$ cat config.mk
export PLATFORM = sky130hd
export DESIGN_NAME = trial_division_prime_test_top
export DESIGN_NICKNAME = d
export VERILOG_FILES = /design/src/rtl/tdpt_pkg.sv /design/src/rtl/trial_division_prime_test_top.sv
export VERILOG_INCLUDE_DIRS = /design/src /design/src/rtl
export SDC_FILE = /design/constraint.sdc
export NUM_CORES = 1
export LEC_CHECK = 0
export BUFFER_PORTS_ARGS = -buffer_cell sky130_fd_sc_hd__buf_2
export CAP_MARGIN = 20
export CORE_MARGIN = 1.5
export CORE_UTILIZATION = 50
export DETAILED_ROUTE_END_ITERATION = 10
export PLACE_DENSITY_LB_ADDON = 0.1
export RECOVER_POWER = 50
export SLEW_MARGIN = 20
export SYNTH_ARGS = -nofsm -noshare
export SYNTH_HDL_FRONTEND = slang
export SYNTH_SLANG_ARGS = --single-unit
$ cat constraint.sdc
create_clock -name clk -period 8.93 [get_ports clk]
set_input_delay 1.786 -clock clk [delete_from_list [all_inputs] [get_ports clk]]
set_output_delay 1.786 -clock clk [all_outputs]
set_load 0.005 [all_outputs]
$ cat src/rtl/trial_division_prime_test_top_defines.svh
// ----------------------------------------------------------------------------
// trial_division_prime_test_top_defines.svh
// assertion macros for the trial division prime test block
// ----------------------------------------------------------------------------
`ifndef TRIAL_DIVISION_PRIME_TEST_TOP_DEFINES_SVH
`define TRIAL_DIVISION_PRIME_TEST_TOP_DEFINES_SVH

`ifndef ASSERT_OFF

// checked only while reset is low
`define TDPT_ASSERT(lbl, clk, rst, prop, msg) \
  lbl: assert property (@(posedge clk) disable iff (rst) prop) else $error(msg);

// checked at every edge, reset included
`define TDPT_ASSERT_ALWAYS(lbl, clk, prop, msg) \
  lbl: assert property (@(posedge clk) prop) else $error(msg);

`else

`define TDPT_ASSERT(lbl, clk, rst, prop, msg)
`define TDPT_ASSERT_ALWAYS(lbl, clk, prop, msg)

`endif

`endif

$ cat src/rtl/tdpt_pkg.sv
// ----------------------------------------------------------------------------
// tdpt_pkg
// shared constants for the trial division prime test block
// ----------------------------------------------------------------------------
package tdpt_pkg;

  // default operand width
  localparam int unsigned DATA_WIDTH_DEF = 32;

endpackage

$ cat src/rtl/trial_division_prime_test_top.sv
// ----------------------------------------------------------------------------
// trial_division_prime_test_top
// reports whether the magnitude of a signed integer is prime, by trial
// division with odd divisors and one shared restoring subtract/compare unit
//
//   channel  signals                        direction
//   request  in_valid, in_stall, value      in  (in_stall driven here)
//   result   out_valid, out_stall, is_prime out (out_stall driven outside)
//
// zero, one and even magnitudes: result valid the cycle after the request
// odd magnitude m: one trial division per odd divisor d with d*d <= m, until
//   one divides m; one remainder bit per cycle in the shared subtract unit
// in_stall is high from acceptance until the result is taken
// rst is synchronous, active high; it returns the sequencer to idle
// ----------------------------------------------------------------------------
`include "trial_division_prime_test_top_defines.svh"

module trial_division_prime_test_top
  import tdpt_pkg::*;
#(
  parameter int unsigned DATA_WIDTH = DATA_WIDTH_DEF
) (
  input  logic                  clk,
  input  logic                  rst,
  input  logic                  in_valid,
  output logic                  in_stall,
  input  logic [DATA_WIDTH-1:0] value,
  output logic                  out_valid,
  input  logic                  out_stall,
  output logic                  is_prime
);

  localparam int unsigned IDX_W = $clog2(DATA_WIDTH);
  localparam logic [IDX_W-1:0] IDX_LAST = IDX_W'(DATA_WIDTH - 1);

  typedef enum logic [3:0] {
    ST_IDLE  = 4'b0001,
    ST_CHECK = 4'b0010,
    ST_DIV   = 4'b0100,
    ST_DONE  = 4'b1000
  } state_t;

  state_t                state;
  logic [DATA_WIDTH-1:0] mag;
  logic [DATA_WIDTH-1:0] d;
  logic [DATA_WIDTH+1:0] sq;
  logic [DATA_WIDTH:0]   rem;
  logic [IDX_W-1:0]      bit_idx;

  logic [DATA_WIDTH-1:0] value_mag;
  logic [DATA_WIDTH:0]   rem_shift;
  logic [DATA_WIDTH:0]   d_ext;
  logic                  rem_ge;
  logic [DATA_WIDTH:0]   rem_next;

  assign in_stall  = (state != ST_IDLE);
  assign out_valid = (state == ST_DONE);

  // two's complement magnitude; the most negative value maps to 2^(W-1)
  assign value_mag = value[DATA_WIDTH-1] ? (~value + DATA_WIDTH'(1)) : value;

  // one restoring division step
  assign rem_shift = {rem[DATA_WIDTH-1:0], mag[bit_idx]};
  assign d_ext     = {1'b0, d};
  assign rem_ge    = (rem_shift >= d_ext);
  assign rem_next  = rem_ge ? (rem_shift - d_ext) : rem_shift;

  always_ff @(posedge clk) begin
    if (rst) begin
      state <= ST_IDLE;
    end else begin
      unique case (state)
        ST_IDLE: begin
          if (in_valid) begin
            mag <= value_mag;
            d   <= DATA_WIDTH'(3);
            sq  <= (DATA_WIDTH + 2)'(9);
            if (value_mag[DATA_WIDTH-1:1] == '0) begin
              is_prime <= 1'b0;
              state    <= ST_DONE;
            end else if (!value_mag[0]) begin
              is_prime <= (value_mag == DATA_WIDTH'(2));
              state    <= ST_DONE;
            end else begin
              state <= ST_CHECK;
            end
          end
        end
        ST_CHECK: begin
          // walk ends once the divisor squared passes the magnitude
          if (sq > {2'b00, mag}) begin
            is_prime <= 1'b1;
            state    <= ST_DONE;
          end else begin
            rem     <= '0;
            bit_idx <= IDX_LAST;
            state   <= ST_DIV;
          end
        end
        ST_DIV: begin
          rem     <= rem_next;
          bit_idx <= bit_idx - IDX_W'(1);
          if (bit_idx == '0) begin
            if (rem_next == '0) begin
              is_prime <= 1'b0;
              state    <= ST_DONE;
            end else begin
              // (d+2)^2 = d^2 + 4d + 4
              d     <= d + DATA_WIDTH'(2);
              sq    <= sq + {d, 2'b00} + (DATA_WIDTH + 2)'(4);
              state <= ST_CHECK;
            end
          end
        end
        ST_DONE: begin
          if (!out_stall) begin
            state <= ST_IDLE;
          end
        end
        default: begin
          state <= ST_IDLE;
        end
      endcase
    end
  end

  `TDPT_ASSERT(a_even_fast, clk, rst, (in_valid && !in_stall && !value[0]) |=> out_valid, "even or zero request did not finish in one cycle")

  `TDPT_ASSERT(a_div_odd, clk, rst, (state == ST_DIV) |-> d[0], "trial divisor is even")

  `TDPT_ASSERT(a_rem_below_d, clk, rst, (state == ST_DIV) |-> (rem < d_ext), "partial remainder not below divisor")

  `TDPT_ASSERT_ALWAYS(a_reset_idle, clk, $past(rst) |-> (!in_stall && !out_valid), "block not idle after reset")

endmodule
; Yosys cells after proc, flatten, opt, wreduce, memory -nomap -nowiden
; Index checks and enable logic that the tools add are counted.
[word_totals]
ff_bits = 140
latchBits = 0
ramBits = 0
mem_bits_ro = 0
in_bits = 36
output_inout_bits = 3
memories = 0
[classes]
add_sub_neg = 6
multipliers = 0
n_div = 0
n_lt_le_gt_ge = 3
n_eq_ne = 14
n_shift = 0
muxes = 31
bitwise_logic = 2
reduce_logical = 11
[op_table]
columns = operator, n
row1 = 2-to-1 mux 32 bit, 5
row2 = one-hot mux 32 bit (2 select lines), 2
row3 = 2-to-1 mux 34 bit, 3
row4 = one-hot mux 34 bit (2 select lines), 1
row5 = adder 34 x 3 -> 34 bit (second input constant), 1
row6 = adder 34 bit, 1
row7 = greater-than comparator 34 x 32 -> 1 bit, 1
row8 = >= comparator 33 x 32 -> 1 bit, 1
row9 = logical NOT 33 bit, 1
row10 = 2-to-1 mux 33 bit, 1
row11 = subtractor 33 x 32 -> 33 bit, 1
row12 = adder 32 x 1 -> 32 bit (second input constant), 1
row13 = adder 32 x 2 -> 32 bit (second input constant), 1
row14 = equality test 32 x 2 -> 1 bit (second input constant), 1
row15 = NOT 32 bit, 1
row16 = logical NOT 31 bit, 1
row17 = 2-to-1 mux 4 bit, 7
row18 = one-hot mux 4 bit (4 select lines), 1
row19 = != test 2 bit (second input constant), 7
row20 = one-hot mux 5 bit (2 select lines), 1
row21 = AND reduction 3 bit, 3
row22 = 2-to-1 mux 1 bit, 7
row23 = AND reduction 7 bit, 1
row24 = less-than comparator 5 x 6 -> 1 bit (second input constant), 1
row25 = other kinds (15), 16

; Logic depth before layout (Yosys ltp)
; Gate-level depths: netlist (run 1).
[depth]
depth_word = 8
mapped_depth = 20
mapped_depth_nobuf = 18

; Worst setup path after synthesis (run 1)
; No wires, ideal clock.
[synth_timing]
kind = register to register
from = reg bit_idx[0]
to = reg d[10], enable pin
t_arrival_ns = 6.753
slack_ns = 1.675
stages_incl_launch_ff = 21
synth_period_minus_slack_ns = 7.255
path_cell_list = edfxtp_1 -> buf_4 -> buf_6 -> mux2i_1 -> a22oi_1 -> nand3_1 -> a21oi_1 -> nor2_1 -> fa_1 -> nor2b_1 -> o31a_1 -> o211ai_1 -> a2111oi_0 -> o41ai_1 -> nand2b_1 -> nand2b_1 -> a21oi_1 -> xnor2_1 -> nor2_1 -> o311a_1 -> a21oi_1
[synth_between]
elab_chain_len = 7
elab_cells_between_ends = 10
[synth_rtl]
columns = element, line_no
row1 = start: declaration, trial_division_prime_test_top.sv:48  ; logic [IDX_W-1:0] bit_idx;
row2 = start signal: assignment, trial_division_prime_test_top.sv:102  ; bit_idx <= bit_idx - IDX_W'(1);
row3 = binary-select mux 1 bit (select 5 bit), trial_division_prime_test_top.sv:63  ; assign rem_shift = {rem[DATA_WIDTH-1:0], mag[bit_idx]};
row4 = 2-to-1 mux 1 bit (implied by the code), trial_division_prime_test_top.sv:63
row5 = subtractor 33 x 32 -> 33 bit or >= comparator 33 x 32 -> 1 bit (tied branches), "trial_division_prime_test_top.sv:66, trial_division_prime_test_top.sv:65"
row6 = 2-to-1 mux 33 bit, trial_division_prime_test_top.sv:66  ; assign rem_next = rem_ge ? (rem_shift - d_ext) : rem_shift;
row7 = logical NOT 33 bit, trial_division_prime_test_top.sv:104  ; if (rem_next == '0) begin
row8 = != test 2 bit (no source line), --
row9 = AND reduction 5 bit (no source line) *, --
row10 = end signal: assignment, trial_division_prime_test_top.sv:109  ; d <= d + DATA_WIDTH'(2);
row11 = end: declaration, trial_division_prime_test_top.sv:45  ; logic [DATA_WIDTH-1:0] d;
; Every way passes the cells marked *; elsewhere a longest branch is shown, timed or not. The select of a mux whose other input is x is not followed.
; A chain may end at the register's enable or synchronous reset.

; Final worst setup path (run 1)
[layout_timing]
from = reg bit_idx[0]
to = reg d[18], enable pin
; The elaborated chain is that of the path after synthesis.

==> out/results.tsv, run 1 <==
metric	value	unit
Main synth FF type	edfxtp_1	
setup bufs post-CTS	0	
distinct cell type count after synthesis	79	
critical path's largest stage delay	0.98	ns
Clk pin slew, worst setup/hold paths	0.07	ns
Hold/Removal Path Class	register to register	
mean number of vias per cell	5.866	
critical path, cell by cell	mux2i_1, a22oi_1, nand4_1, nand2_1, nor2_1, fa_1, nor2b_1, o31a_1, o211ai_1, a2111oi_0, o41ai_1, nand2b_1, nand2b_1, a21oi_1, xnor2_1, nor2_1, o311a_1, a21oi_4, buf_4	
min cycle time layout	6.775	ns
drt total wl	30400	µm
CTS tree	built	
Avg Cell Area, Syn	8.929	µm²
failing checks	capacitance limit, slew limit	
proportion of layout cells with a drive suffix above 1	6.533	%
Worst slew margin	-86.77	%
synth warn	0	
fillers	2156	
Crit. End Element	register	
via count	9737	
core box area	0.02285	mm²
initial antenna violation count	2	
area of the multi-input gates	0.007167	mm²
DRT Pass-1 Iters	6	
hold depth	2	
ratio of final minimum period to clock period	75.87	%
Hold Path Origin	rem[17]$_SDFFCE_PN0P_	
Worst Tran Pin Value	2.802	ns
Seq/Total Area, Yosys	34.49	%
CTS-repair resized insts	0	
maximum fanout along the worst path	36	
Slew Limit Fails	213	
RePlAce Congestion	0.9393	
Reg-to-Reg Start	bit_idx[0]$_SDFFCE_PN1P_	
Iter 0 DRT Violations	701	
# rows	55	
Die H	156.1	µm
CTS Sinks	136	
latest clock arrival within the worst-skew pair	0.43	ns
Fin Clk Skew	0.01533	ns
number of synthesized flops with an enable pin	132	
largest net degree at the start of global routing	56	
setup TNS	0	ns
Setup-failing EPs final	0	
required time of the worst setup path	8.99	ns
total grt overflow	0	
Mapped Cells	1313	
Antenna Diode Count	0	
# H-tree levels	4	
Initial Utilization	51.31	%
DR WL/cell	18.31	µm
Worst Hold Endpoint	rem[18]$_SDFFCE_PN0P_	
Peak VDD IR	0.1178	mV
Net Count, Synth	1474	
die area	0.02438	mm²
I/O pin count	39	
startpoint type of the worst setup path	register	
register area	0.004044	mm²
FFs w/ async S/R, synth	0	%
TritonCTS Buffers	17	
r2r setup slk	2.16	ns
number of max-cap violations	5	
cts hold-fix bufs	0	
RSZ-0062 raised after global routing	false	
register bit total from synthesis	136	
layout overhead on the synthesized area	8.506	%
vias in the first global route	9230	
worst r2r dst	d[18]$_SDFFCE_PN0P_	
Slowest cell on crit path	edfxtp_1	
post-route ant nets	0	
Leak Pwr	5.202	nW
outcome	finished, violations left	
f_max	0.1476	GHz
Root Driver	clkbuf_16	
# DRC	0	
Die W	156.1	µm
first-pass GRT wire length	49020	µm
worst-case reg-to-reg path depth	19	
HPWL after detailed placement	23230	µm
Tot GR Track Use	25.81	%
fin nets	1495	
clock buffer depth	2	
# port buffers	38	
Final Hold Fails	0	
Mapped Area	0.01172	mm²
Setup CP Type	register to register	
Critical Path AT	6.84	ns
WHS	0.6393	ns
Power Dens Cells	161.3	mW/mm²
## registers in the layout, indices dropped and copies added (netlist names)
signal    cells
bit_idx       5
sq           31
is_prime      1
d            31
mag          32
rem          32
state         4
## power by group
part	total [mW]	internal, mW	switching (mW)
registers	0.792	0.755	0.0376
logic	0.557	0.221	0.336
clock network	0.703	0.373	0.329
total	2.05	1.35	0.703
## how the worst max path moves through the flow
stage / start / to / slack [ns] / cells after the start
after floorplan: bit_idx[0]$_SDFFCE_PN1P_ / d[10]$_SDFFCE_PN0P_ / 1.67 / 20
after global placement: bit_idx[0]$_SDFFCE_PN1P_ / d[29]$_SDFFCE_PN0P_ / 2.46 / 19
final: bit_idx[0]$_SDFFCE_PN1P_ / d[18]$_SDFFCE_PN0P_ / 2.16 / 19
after CTS: bit_idx[0]$_SDFFCE_PN1P_ / d[21]$_SDFFCE_PN0P_ / 2.21 / 19
after global routing: bit_idx[0]$_SDFFCE_PN1P_ / d[18]$_SDFFCE_PN0P_ / 1.74 / 19
after detailed placement: bit_idx[0]$_SDFFCE_PN1P_ / d[29]$_SDFFCE_PN0P_ / 2.23 / 19
## through the flow
| stage | power (mW) | worst slack [ns] | instances | instance area [µm²] | util, % |
|---|---|---|---|---|---|
| after global routing | 2.158 | 1.737 | 1660 | 12720 | 55.68 |
| after floorplan | 1.215 | 1.675 | 1313 | 11720 | - |
| after detailed placement | 1.358 | 2.233 | 1628 | 12230 | 53.51 |
| after global placement | 1.354 | 2.463 | 1628 | 12230 | 53.51 |
| after CTS | 2.061 | 2.212 | 1660 | 12800 | 56.03 |
| final | 2.052 | 2.155 | 1660 | 12720 | 55.68 |
## logic make-up after synthesis
logic type / count (synthesis) / share of synthesized area (%)
buf+inv: 128 / 4.205
xor+xnor: 101 / 7.545
flops: 136 / 34.49
compound gates: 319 / 17.90
fa+ha+maj: 125 / 13.47
mux: 18 / 1.537
simple gates: 486 / 20.85
## worst max-delay path: cells and delay by family (launching register included)
family,cells,cell delay [ns]
xor+xnor,1,0.18
buf+inv,1,0.56
flops,1,0.98
fa+ha+maj,1,0.30
simple gates,7,1.03
mux,1,0.37
compound gates,8,2.95
## layout make-up
type / count / area share, %
Multi-Input combinational cell: 1049 / 56.34
Sequential cell: 136 / 31.79
Clock buffer: 17 / 3.344
Tap cell: 313 / 3.079
Inverter: 83 / 2.449
Timing Repair Buffer: 47 / 1.820
Clock inverter: 15 / 1.180
## layout by cell type, fill, tap and decap left out, types with 5 or more instances in the layout
cell         n
nor2_1     141
inv_6        5
a21oi_1     94
nand4_1     25
a211o_1      5
and3_1       8
nand3b_1     5
a21o_1      47
xor2_1      22
mux2i_1     18
ha_1       123
o21a_1      15
or3_1       19
nor4b_1      5
a22oi_1      8
nor2b_1     13
xnor2_1     79
o21ai_0     55
nor4_1      14
o22ai_1      5
clkbuf_16   17
nand2_1    122
nand3_1     37
o21bai_1     7
o31ai_1     13
edfxtp_1   132
nor3_1      28
and2_1       7
nand2b_1    23
a211oi_1    13
inv_1       82
clkbuf_1    11
inv_8        6
and4_1       7
buf_2       32
or4_1       10
## routing by layer
metal	vias up	global-route usage, %	wire [µm]
met5	-	0	0
met4	0	7.120	605
met3	35	4.444	1653
met2	237	40.97	13560
met1	4584	36.22	14570
li1	4881	-	-
## synth_stat cells, types with 5 or more instances
| master | n | area [µm²] |
|---|---|---|
| nand3b_1 | 5 | 37.54 |
| or4_1 | 10 | 75.07 |
| nor4_1 | 14 | 87.58 |
| o21ai_0 | 54 | 270.3 |
| nor2b_1 | 13 | 81.33 |
| nor4b_1 | 5 | 43.79 |
| or3_1 | 17 | 106.4 |
| and4_1 | 7 | 61.31 |
| o21a_1 | 15 | 112.6 |
| a211oi_1 | 13 | 97.59 |
| nand4_1 | 25 | 156.4 |
| a211o_1 | 5 | 43.79 |
| a21oi_1 | 95 | 475.5 |
| and3_1 | 8 | 50.05 |
| o22ai_1 | 5 | 31.28 |
| inv_1 | 82 | 307.8 |
| and2_1 | 7 | 43.79 |
| nor3_1 | 29 | 145.1 |
| nand2b_1 | 22 | 137.6 |
| ha_1 | 123 | 1539 |
| mux2i_1 | 18 | 180.2 |
| xor2_1 | 22 | 192.7 |
| nand3_1 | 37 | 185.2 |
| clkbuf_1 | 40 | 150.1 |
| a22oi_1 | 8 | 60.06 |
| o31ai_1 | 13 | 97.59 |
| a21o_1 | 47 | 352.8 |
| edfxtp_1 | 132 | 3964 |
| nor2_1 | 141 | 529.3 |
| nand2_1 | 122 | 457.9 |
| o21bai_1 | 7 | 52.55 |
| xnor2_1 | 79 | 691.9 |
(Power assumes the default switching activity.)
==> run 2: changes to the inputs <==
- clock period: 8.93 -> 5.65 ns (I/O delays scaled with it)
==> run 2 against run 1 <==
  * The run still ends with capacitance limit, slew limit left
  * Sequential power up 58%
  * Design area grew 1.0%
  * First-iteration DRC count rose by 10%
  * Critical path depth grew 1
  * Critical path type unchanged
  * Critical endpoint is now sq[23]$_SDFFCE_PN0P_
  * Largest power group unchanged
  * Highest routed layer unchanged
==> out/results.tsv, run 2 (same netlist as run 1, synthesis figures left out) <==
metric	value	unit	change
outcome	finished, violations left		
failing checks	capacitance limit, slew limit		
Peak VDD IR	0.1989	mV	+69%
first-pass GRT wire length	49110	µm	+0.17%
via count	9865		+1.3%
core box area	0.02285	mm²	unchanged
Power Dens Cells	259.7	mW/mm²	+61%
drt total wl	30710	µm	+1.0%
dpl ws	0.2360	ns	-1.997 ns
ratio of final minimum period to clock period	94.88	%	+19 points
Antenna Diode Count	0		unchanged
Internal	2.288	mW	+70%
fillers	2189		+1.5%
RePlAce Congestion	0.9491		+1.0%
DRT Pass-1 Iters	5		-1
total grt overflow	0		unchanged
switching share of power	31.45	%	-2.8 points
most common cell after layout, fill and taps aside	nor2_1		
vias in the first global route	9269		+0.42%
Design Area, Final	0.01285	mm²	+1.0%
clock buffer depth	2		unchanged
proportion of layout cells with a drive suffix above 1	7.175	%	+0.64 points
post-route ant nets	0		unchanged
initial antenna violation count	0		-2
TritonCTS Buffers	17		unchanged
worst setup margin	0.2894	ns	-1.866 ns
Clk pin slew, worst setup/hold paths	0.06	ns	about the same
worst r2r dst	sq[23]$_SDFFCE_PN0P_		
required time of the worst setup path	5.75	ns	-3.24 ns
Tot GR Track Use	25.88	%	+0.066 points
I/O pin count	39		unchanged
# H-tree levels	4		unchanged
largest net degree at the start of global routing	52		-7.1%
cts hold-fix bufs	0		unchanged
part of the power in registers	37.6	%	-1.0 points
Crit. End Element	register		
layout overhead on the synthesized area	9.616	%	
f_max	0.1865	GHz	+26%
Hold Path Origin	rem[1]$_SDFFCE_PN0P_		
Slowest cell on crit path	o211ai_1		
critical path's largest stage delay	0.46	ns	-0.52 ns
CP bufs+invs	2		+1
Slew Limit Fails	175		-18%
Root Driver	clkbuf_16		
Overall Power	3.337	mW	+63%
Worst slew margin	-61.45	%	+25 points
net switching power figure	1.049	mW	+49%
maximum fanout along the worst path	45		+25%
Critical Path AT	5.46	ns	-1.38 ns
Worst Hold Endpoint	rem[2]$_SDFFCE_PN0P_		
critical path, cell by cell	buf_4, mux2i_1, a22oi_1, nand4_1, nand2_1, nor2_1, fa_1, nor2b_1, o31a_1, o211ai_1, a2111oi_2, o41ai_1, nand2b_1, nand2b_1, a21oi_1, xnor2_1, nor2_1, o311a_1, a21oi_4, buf_12		
Final Hold Fails	0		unchanged
r2r setup slk	0.29	ns	-1.87 ns
die area	0.02438	mm²	unchanged
Reg-to-Reg Start	bit_idx[0]$_SDFFCE_PN1P_		
hold depth	2		unchanged
startpoint type of the worst setup path	register		
CTS tree	built		
Fin Clk Skew	0.01235	ns	-0.002985 ns
mean number of vias per cell	5.925		+1.0%
Setup-failing EPs final	0		unchanged
Die H	156.1	µm	unchanged
biggest regs	mag (32), rem (32)		
min cycle time layout	5.361	ns	-1.414 ns
Die W	156.1	µm	unchanged
Placed Area	0.01228	mm²	+0.45%
# port buffers	38		unchanged
Setup CP Type	register to register		
HPWL after detailed placement	23520	µm	+1.2%
Hold/Removal Path Class	register to register		
Worst Tran Pin Value	2.422	ns	-0.3798 ns
commonest non-fill, non-tap cells in the layout	nor2_1 (141), edfxtp_1 (132), ha_1 (123)		
latest clock arrival within the worst-skew pair	0.42	ns	about the same
final core utilization	56.25	%	+0.57 points
Iter 0 DRT Violations	774		+10%
worst-case reg-to-reg path depth	20		+1
Comb pwr share	26.7	%	-0.4 points
CP top delay family	compound AO/OA/AOI/OAI gates		
Initial Utilization	51.31	%	unchanged
DR WL/cell	18.45	µm	+0.74%
number of max-cap violations	4		-1
Final Non-Filler Cells	1665		+0.30%
clock power share	35.7	%	+1.5 points
Leak Pwr	5.258	nW	+1.1%
CTS Sinks	136		unchanged
Placed Cells	1632		+0.25%
# rows	55		unchanged
fin nets	1500		+0.33%
# DRC	0		unchanged
==> run 2: cell types whose count changed in the layout (fill, tap and decap cells not counted), moves of 2 or more <==
cell and delta:
buf_12 +2, bufinv_16 +4, clkinv_1 +2, or3_4 +2, inv_6 -4, clkinv_4 +4, inv_8 -6, buf_4 +3
or3_1 -2
==> run 2: worst max-delay path by stage <==
stage	startpoint	end	slack [ns]	cells past startpoint
floorplan	bit_idx[0]$_SDFFCE_PN1P_	d[10]$_SDFFCE_PN0P_	0.39	20
global placement	bit_idx[0]$_SDFFCE_PN1P_	sq[28]$_SDFFCE_PN0P_	0.40	19
detailed placement	bit_idx[0]$_SDFFCE_PN1P_	sq[28]$_SDFFCE_PN0P_	0.24	19
CTS	bit_idx[0]$_SDFFCE_PN1P_	d[18]$_SDFFCE_PN0P_	0.20	19
global route	bit_idx[0]$_SDFFCE_PN1P_	sq[24]$_SDFFCE_PN0P_	-0.02	20
finish	bit_idx[0]$_SDFFCE_PN1P_	sq[23]$_SDFFCE_PN0P_	0.29	20
==> run 2: stage by stage <==
step	hold slack, ns	setup TNS [ns]
6_report	0.6409	0
5_1_grt	0.6872	-0.7910
4_1_cts	0.6491	0
3_5_place_dp	0.6270	0
3_3_place_gp	0.6094	0
2_1_floorplan	0.5814	0
==> run 2: area by class of cell <==
cell class / count / area [µm²] / area share [%]
multi-input cells: 1049 / 7182 / 55.89
flip-flops and latches: 136 / 4044 / 31.47
clock buffers: 17 / 425.4 / 3.310
well taps: 313 / 391.6 / 3.047
inverters: 83 / 311.5 / 2.424
repair buffers: 52 / 295.3 / 2.298
clock inverters: 15 / 201.4 / 1.568
==> run 2: power by group through the flow <==
stage / clock [mW] / sequential, mW / combinational, mW
floorplan: 0 / 1.25 / 0.667
detailed placement: 0 / 1.28 / 0.879
finish: 1.19 / 1.25 / 0.891
global route: 1.25 / 1.26 / 0.998
global placement: 0 / 1.27 / 0.873
CTS: 1.21 / 1.25 / 0.887
==> run 2: timing repair <==
action	4_1_cts	5_1_grt
resized for setup	0	3
endpoints found under the setup margin	0	63
buffers inserted	0	1
==> run 2: routing by layer <==
layer	vias up	wire (µm)	part of all wire, %	global-route usage [%]
li1	4885	-	-	-
met1	4701	14540	47	36.43
met2	249	14010	46	41.04
met3	30	1563	5.1	4.333
met4	0	597	1.9	7.120
met5	-	0	0	0
==> run 2: worst register-to-register path: stages, from the launching register on <==
cell	delay (ns)
edfxtp_1	0.32
buf_4	0.29
mux2i_1	0.29
a22oi_1	0.10
nand4_1	0.12
nand2_1	0.08
nor2_1	0.41
fa_1	0.32
nor2b_1	0.07
o31a_1	0.29
o211ai_1	0.46
a2111oi_2	0.18
o41ai_1	0.44
nand2b_1	0.19
nand2b_1	0.06
a21oi_1	0.17
xnor2_1	0.19
nor2_1	0.09
o311a_1	0.44
a21oi_4	0.20
buf_12	0.29
==> run 3: changes to the inputs <==
- BUFFER_PORTS_ARGS: -buffer_cell sky130_fd_sc_hd__buf_2 -> not set
- DONT_BUFFER_PORTS: not set -> 1
- GPL_TIMING_DRIVEN: not set -> 0
==> run 3 against run 2 <==
  * The run now ends clean
  * Highest routed layer unchanged
  * First-iteration DRC count up 7.4%
  * Worst hold slack better by 0.016 ns
  * Via count up 2.5%
  * Clock skew down 0.0015 ns
  * Utilization up 0.59 points
  * Routed wire length up 3.5%
  * Worst setup slack worse by 0.022 ns
==> out/results.tsv, run 3 (same netlist as run 1, synthesis figures left out) <==
metric	value	unit	change
via count	10114		+2.5%
initial antenna violation count	0		unchanged
Leak Pwr	5.247	nW	-0.20%
Hold Path Origin	rem[14]$_SDFFCE_PN0P_		
commonest non-fill, non-tap cells in the layout	nor2_1 (140), edfxtp_1 (132), ha_1 (123)		
CTS tree	built		
# H-tree levels	4		unchanged
Slew Limit Fails	0		-100%
RSZ-0062 raised after global routing	false		
I/O pin count	39		unchanged
number of max-cap violations	0		-4
# rows	55		unchanged
Iter 0 DRT Violations	831		+7.4%
RePlAce Congestion	0.9158		-3.5%
Tot GR Track Use	26.64	%	+0.76 points
Initial Utilization	51.31	%	unchanged
WHS	0.6572	ns	+0.01631 ns
outcome	finished, final reports clean		
# DRC	0		unchanged
# port buffers	0		-100%
Worst Tran Pin Value	1.143	ns	-1.279 ns
latest clock arrival within the worst-skew pair	0.43	ns	about the same
hold depth	2		unchanged
DRT Pass-1 Iters	5		unchanged
fillers	2134		-2.5%
core box area	0.02285	mm²	unchanged
cts hold-fix bufs	0		unchanged
maximum fanout along the worst path	23		-49%
Critical Path AT	5.56	ns	+0.10 ns
worst-case reg-to-reg path depth	24		+20%
Overall Power	3.412	mW	+2.3%
clock buffer depth	2		unchanged
total grt overflow	0		unchanged
Power Dens Cells	262.8	mW/mm²	+1.2%
Root Driver	clkbuf_16		
drt total wl	31800	µm	+3.5%
first-pass GRT wire length	49950	µm	+1.7%
Design Area, Final	0.01299	mm²	+1.0%
die area	0.02438	mm²	unchanged
final core utilization	56.83	%	+0.59 points
mean number of vias per cell	6.042		+2.0%
CTS Sinks	136		unchanged
vias in the first global route	9308		+0.42%
biggest regs	mag (32), rem (32)		
Final Hold Fails	0		unchanged
Fin Clk Skew	0.01083	ns	-0.001518 ns
Placed Area	0.01228	mm²	about the same
most common cell after layout, fill and taps aside	nor2_1		
Reg-to-Reg Start	bit_idx[0]$_SDFFCE_PN1P_		
Peak VDD IR	0.1972	mV	-0.86%
ratio of final minimum period to clock period	95.26	%	+0.39 points
proportion of layout cells with a drive suffix above 1	5.143	%	-2.0 points
Die W	156.1	µm	unchanged
Crit. Startpoint	bit_idx[0]$_SDFFCE_PN1P_		
HPWL after detailed placement	25150	µm	+6.9%
required time of the worst setup path	5.83	ns	+0.08 ns
Clk pin slew, worst setup/hold paths	0.06	ns	about the same
layout overhead on the synthesized area	10.76	%	
post-route ant nets	0		unchanged
Antenna Diode Count	0		unchanged
Setup-failing EPs final	0		unchanged
Final Non-Filler Cells	1674		+0.54%
largest net degree at the start of global routing	24		-54%
f_max	0.1858	GHz	-0.41%
fin nets	1509		+0.60%
Placed Cells	1637		+0.31%
DR WL/cell	19.00	µm	+3.0%
Setup CP Type	register to register		
TritonCTS Buffers	17		unchanged
Hold/Removal Path Class	register to register		
Crit. End Element	register		
min cycle time layout	5.382	ns	+0.02183 ns
Die H	156.1	µm	unchanged
Worst slew margin	22.75	%	+84 points
startpoint type of the worst setup path	register		
-- run 3: changes by cell type in the layout (fill, tap and decap cells not counted), moves of 2 or more --
cell	before	now
nor4_2	2	0
buf_6	0	3
o21ai_2	0	2
clkinv_2	0	2
clkinv_1	2	0
bufinv_16	4	6
buf_16	0	2
clkinvlp_4	4	1
clkbuf_1	10	49
buf_2	33	0
-- run 3: routing by layer --
metal  share of wire, %  global-route usage (%)  up-vias
met2                 44                   40.23      326
li1                   -                       -     4909
met1                 47                   38.57     4835
met5                  0                       0        -
met3                7.1                   5.472       44
met4                1.8                   7.166        0
-- run 3: worst max-delay path, cell delays in order (launching register included) --
cell and delay (ns):
edfxtp_1 0.35, buf_4 0.21, buf_6 0.17, mux2i_1 0.14, a22oi_1 0.17, nand3_1 0.16, a21oi_4 0.24, nor2_4 0.07
fa_1 0.41, nor2b_1 0.18, o31a_1 0.23, o211ai_1 0.11, buf_4 0.17, a211o_1 0.33, o21ai_2 0.21, a21oi_1 0.12
xnor2_1 0.19, a2111oi_1 0.29, nand4_1 0.22, o41ai_1 0.38, o311a_1 0.21, buf_4 0.15, a21oi_4 0.07, buf_8 0.17
buf_16 0.17
-- run 3: layout make-up --
cell class,count,area (µm²),share of cell area [%]
clock buffers,20,436.7,3.363
repair buffers,16,172.7,1.330
clock inverters,12,224.0,1.725
multi-input cells,1049,7224,55.64
well taps,313,391.6,3.016
plain buffers,45,180.2,1.388
flip-flops and latches,136,4044,31.14
inverters,83,311.5,2.399
-- run 3: final timing paths --
check	slack (ns)	end
max	0.27	sq[28]$_SDFFCE_PN0P_
min	0.66	rem[15]$_SDFFCE_PN0P_
max reg2reg	0.27	sq[28]$_SDFFCE_PN0P_
min reg2reg	0.66	rem[15]$_SDFFCE_PN0P_
-- run 3: metrics by stage --
stage | worst slack, ns | TNS [ns]
3_3_place_gp | -1.972 | -167.68
5_1_grt | 0.01869 | 0
3_5_place_dp | -0.7365 | -37.10
4_1_cts | 0.08065 | 0
2_1_floorplan | 0.3873 | 0
6_report | 0.2676 | 0
-- run 3: repair_timing --
item | 4_1_cts | 5_1_grt
setup buffers | 4 | 1
gates resized for setup | 4 | 8
setup endpoints to repair | 65 | 63
pin swaps | 2 | 1
endpoints found under the hold margin | 0 | 0
-- run 3: report_power, final --
group | internal, mW | switching (mW)
clock | 0.828 | 0.441
sequential | 1.19 | 0.0591
combinational | 0.362 | 0.530
total | 2.38 | 1.03
